==> config.mk <==
export PLATFORM = sky130hd
export DESIGN_NAME = bsbc_ctrl
export DESIGN_NICKNAME = d
export VERILOG_FILES = /design/src/rtl/core/bsbc_pkg.sv /design/src/rtl/core/bsbc_ctrl.sv
export SDC_FILE = /design/constraint.sdc
export NUM_CORES = 1
export LEC_CHECK = 0
export ABC_AREA = 1
export BUFFER_PORTS_ARGS = -buffer_cell sky130_fd_sc_hd__buf_2
export CORE_AREA = 3 3 40 42
export CTS_CLUSTER_DIAMETER = 50
export DETAILED_ROUTE_END_ITERATION = 7
export DIE_AREA = 0 0 43 45
export GPL_TIMING_DRIVEN = 0
export SYNTH_ARGS = -nofsm -noshare
export SYNTH_HDL_FRONTEND = slang
export SYNTH_SLANG_ARGS = --single-unit
export TNS_END_PERCENT = 10
==> constraint.sdc <==
create_clock -name clk -period 1.44 [get_ports clk]
set_input_delay 0.288 -clock clk [delete_from_list [all_inputs] [get_ports clk]]
set_output_delay 0.288 -clock clk [all_outputs]
set_load 0.01 [all_outputs]
==> src/rtl/core/bsbc_pkg.sv <==
// ----------------------------------------------------------------------------
// bsbc_pkg
// Shared types, codes and character helpers for the bracket matching stack.
// ----------------------------------------------------------------------------
package bsbc_pkg;

    localparam logic [1:0] ACT_PUSH  = 2'd0;
    localparam logic [1:0] ACT_POP   = 2'd1;
    localparam logic [1:0] ACT_TOP   = 2'd2;
    localparam logic [1:0] ACT_CHECK = 2'd3;

    localparam logic RSP_KIND_TOP   = 1'b0;
    localparam logic RSP_KIND_CHECK = 1'b1;

    localparam logic [7:0] CH_LPAREN = 8'h28;  // (
    localparam logic [7:0] CH_RPAREN = 8'h29;  // )
    localparam logic [7:0] CH_LBRACK = 8'h5B;  // [
    localparam logic [7:0] CH_RBRACK = 8'h5D;  // ]
    localparam logic [7:0] CH_LBRACE = 8'h7B;  // {
    localparam logic [7:0] CH_RBRACE = 8'h7D;  // }
    localparam logic [7:0] CH_NONE   = 8'h00;

    typedef struct packed {
        logic [1:0] action;
        logic [7:0] ch;
    } req_t;

    typedef struct packed {
        logic       kind;
        logic [7:0] top_char;
        logic       balanced;
    } rsp_t;

    // controller -> datapath
    typedef struct packed {
        logic latch;       // capture request beat
        logic push_now;    // push whose match state needs no memory read
        logic issue_read;  // launch memory reads for closer push or pop
        logic finish;      // complete closer push or pop from read data
        logic load_out;    // load result register
    } cmd_t;

    // datapath -> controller
    typedef struct packed {
        logic [1:0] action;
        logic       full;
        logic       empty;
        logic       closer_read;
        logic       out_free;
    } stat_t;

    function automatic logic is_opener(input logic [7:0] c);
        return (c == CH_LPAREN) || (c == CH_LBRACK) || (c == CH_LBRACE);
    endfunction

    function automatic logic [7:0] opener_for(input logic [7:0] c);
        logic [7:0] r;
        r = CH_NONE;
        if (c == CH_RPAREN) r = CH_LPAREN;
        if (c == CH_RBRACK) r = CH_LBRACK;
        if (c == CH_RBRACE) r = CH_LBRACE;
        return r;
    endfunction

endpackage

==> src/rtl/core/bsbc_ctrl.sv <==
// ----------------------------------------------------------------------------
// bsbc_ctrl
// Sequencer: takes one request, steps it through execute and, when a memory
// read is needed, a finish state.
// ----------------------------------------------------------------------------
module bsbc_ctrl (
    input  logic            clk,
    input  logic            rst_n,
    input  logic            req_valid,
    output logic            req_stall,
    input  bsbc_pkg::stat_t stat,
    output bsbc_pkg::cmd_t  cmd
);
    import bsbc_pkg::*;

    localparam logic [1:0] S_IDLE = 2'd0;
    localparam logic [1:0] S_EXEC = 2'd1;
    localparam logic [1:0] S_FIN  = 2'd2;

    logic [1:0] state_reg;
    logic [1:0] state_next;

    always_ff @(posedge clk or negedge rst_n)
    begin
        if (!rst_n)
        begin
            state_reg <= S_IDLE;
        end
        else
        begin
            state_reg <= state_next;
        end
    end

    assign req_stall = (state_reg != S_IDLE);

    always_comb
    begin
        state_next = state_reg;
        cmd        = '0;
        unique case (state_reg)
            S_IDLE:
            begin
                if (req_valid)
                begin
                    cmd.latch  = 1'b1;
                    state_next = S_EXEC;
                end
            end
            S_EXEC:
            begin
                unique case (stat.action)
                    ACT_PUSH:
                    begin
                        if (stat.full)
                        begin
                            state_next = S_IDLE;
                        end
                        else if (stat.closer_read)
                        begin
                            cmd.issue_read = 1'b1;
                            state_next     = S_FIN;
                        end
                        else
                        begin
                            cmd.push_now = 1'b1;
                            state_next   = S_IDLE;
                        end
                    end
                    ACT_POP:
                    begin
                        if (stat.empty)
                        begin
                            state_next = S_IDLE;
                        end
                        else
                        begin
                            cmd.issue_read = 1'b1;
                            state_next     = S_FIN;
                        end
                    end
                    ACT_TOP:
                    begin
                        if (stat.empty)
                        begin
                            state_next = S_IDLE;
                        end
                        else if (stat.out_free)
                        begin
                            cmd.load_out = 1'b1;
                            state_next   = S_IDLE;
                        end
                    end
                    default:
                    begin
                        if (stat.out_free)
                        begin
                            cmd.load_out = 1'b1;
                            state_next   = S_IDLE;
                        end
                    end
                endcase
            end
            S_FIN:
            begin
                cmd.finish = 1'b1;
                state_next = S_IDLE;
            end
            default:
            begin
                state_next = S_IDLE;
            end
        endcase
    end

endmodule

==> impl_metrics.csv <==
group,metric,value,unit
floorplanning,core,1280,um2
routing,drc,0,
cts,ctsResizeCount,0,
synthesis,synthMuxAreaShare,0,%
routing,ant_nets,0,
cts,clock_sinks,2,
cts,cts_tree,"done",
synthesis,synth_nets,36,
cts,cts_buffers,3,
setup_path,r2r-start,"state_reg[1]",
setup_path,crit_chain,"nor2_4, nand3_2, nor2_1, buf_2",
grt,antenna_found_initial,0,
synthesis,ys_ff_latch,2,
synthesis,ys_top_cells_by_area,"dfrtp_1, nand2_1, nor2_1",
synthesis,synth_adder_area_share,0,%
grt,grt_pass1_wl,731,um
synthesis,yosys.area_share.simple,53.0,%
setup_path,cpPeakStageDelay,0.39,ns
timing,tightest_slew,0.156,ns
finish,fin_cells,60,
synthesis,synth_top_family_by_area,"simple AND/OR/NAND/NOR gates",
cts,worstSkewPairLatency,0.22,ns
cts,h-tree-depth,1,
timing,setup_viol,0,
setup_path,crit_type,"flop to output pin",
finish,antenna_cells,0,
setup_path,cp.arrival,1.06,ns
placement,port_buffers,14,
grt,grt_usage,5.41,%
cts,post-cts-setup-buffers,0,
synthesis,yosysTopAreaCell,"dfrtp_1",
synthesis,syn_avg_cell_area,6.12,um2
timing,drv_slew,0,
synthesis,synth_warnings,0,
setup_path,crit_slowest_cell,"dfrtp_1",
timing,fmax,743,MHz
placement,finalWeightedCongestion,0.682,
setup_path,startpoint_type,"flop",
setup_path,critPathLaunch,"state_reg[1]",
finish,final_cell_mix,"buf_2, nand2_1, nor2_1",
synthesis,synth-seq-area-share,30.3,%
cts,clockBufferDepth,2,
timing,fin_tns_setup,0,ns
timing,finalHoldViolCount,0,
routing,firstDrtPassIters,4,
grt,grt_pass1_vias,193,
floorplanning,io_pins,15,
routing,wl,454,um
job,drv_cap,0,
synthesis,ys_types,10,
hold_path,min_from,"req_valid",
grt,grt-ovfl-total,0,
synthesis,netlist_area,165,um2
pwr,p_leak,0.178,nW
setup_path,critPathCaptureType,"output pin",
hold_path,hold_path.class,"input pin to flop",
synthesis,synth_xor_area_share,0,%
timing,fin_crit,1.35,ns
setup_path,cp.required,1.15,ns
finish,fin_nets,56,
pwr,p_per_area,882,nW/um2
routing,routed-via-count,220,
cts,clock-root-buffer,"clkbuf_4",
routing,wl_per_cell,7.57,um
synthesis,synthesis.instances,27,
outcome,run_status,"complete, no violations",
synthesis,synth_compound_area_share,3.03,%
timing,slew-limit-headroom,89.6,%
routing,viasPerCell,3.67,
placement,dp_cells,56,
timing,grt_setup_unrepaired,"no",
floorplanning,die_w,43,um
routing,drt_iter0_drc,5,
timing,fin_skew,0.00146,ns
grt,grt_max_degree,5,
floorplanning,start_util,12.9,%
pwr,ir_worst_vdd,224,uV
finish,largest_reg_flops,2,
floorplanning,fp.dieH,45,um
cts,clk_pin_slew_worst_paths,0.03,ns
timing,min_period_over_period,93.5,%
finish,drive_gt1_share,44.4,%
floorplanning,die_area,1940,um2
floorplanning,fp-row-count,13,
setup_path,worstPathMaxFanout,4,
synthesis,yosys.area.top_type_share,30.3,%
finish,final_common_cell,"buf_2",
finish,synthToLayoutAreaGrowth,73.5,%
placement,dp_hpwl,412,um
through the flow:
step                power (W)  utilization [%]  worst slack, ns  hold WS, ns  instance area (um2)
finish               0.000253             22.3           0.0933        0.351                  287
CTS                  0.000260             22.3           0.0797        0.356                  287
global placement     0.000133             19.8            0.321       0.0740                  254
floorplan            0.000105                -            0.393     -0.00759                  165
detailed placement   0.000135             19.8            0.317       0.0757                  254
global route         0.000268             22.3           0.0143        0.383                  287
routing by layer:
| metal | global-route usage, % | vias to the layer above | part of all wire, % |
|---|---|---|---|
| li1 | - | 117 | - |
| met1 | 5.05 | 95 | 37 |
| met2 | 7.49 | 8 | 48 |
| met3 | 3.98 | 0 | 15 |
| met4 | 5.42 | 0 | 0 |
| met5 | 0 | - | 0 |
power breakdown:
| group | switching [W] | internal (W) | total, W |
|---|---|---|---|
| clock network | 0.0000264 | 0.0000914 | 0.000118 |
| logic | 0.0000393 | 0.0000301 | 0.0000694 |
| registers | 0.00000382 | 0.0000618 | 0.0000657 |
timing repair:
item,in CTS,in global routing
hold buffers,1,0
endpoints found under the setup margin,0,0
endpoints found under the hold margin,2,0
cell families after synthesis:
| kind of cell | after synthesis |
|---|---|
| buf+inv | 6 |
| simple gates | 18 |
| compound gates | 1 |
| flops | 2 |
area by class of cell:
type	instances	area, um2
Clock buffer	3	22.5
Multi-Input combinational cell	19	92.6
Tap cell	15	18.8
Sequential cell	2	50.0
Timing Repair Buffer	15	80.1
Fill cell	153	998
Inverter	6	22.5
critical path: cells and delay by family (launching register included):
kind | cells | cell delay [ns]
flip-flops | 1 | 0.39
buffers and inverters | 1 | 0.13
AND/OR/NAND/NOR | 3 | 0.32
final timing paths:
| kind | slack [ns] | cells after the start | to |
|---|---|---|---|
| hold / removal | 0.35 | 3 | state_reg[0] |
| setup reg to reg | 0.66 | 3 | state_reg[1] |
| setup / recovery | 0.09 | 4 | cmd[2] |
| hold reg to reg | 0.57 | 3 | state_reg[1] |
| min in group asynchronous | 0.39 | 2 | state_reg[0] |
| max in group asynchronous | 0.95 | 2 | state_reg[1] |
synth_stat cells:
library cell  number
nand3_1            2
dfrtp_1            2
nand2_1            7
inv_2              1
nor2_1             6
nand3b_1           1
a21oi_1            1
inv_1              5
nand3_2            1
nor2_4             1
No activity file was read; power rests on OpenSTA's default activity.
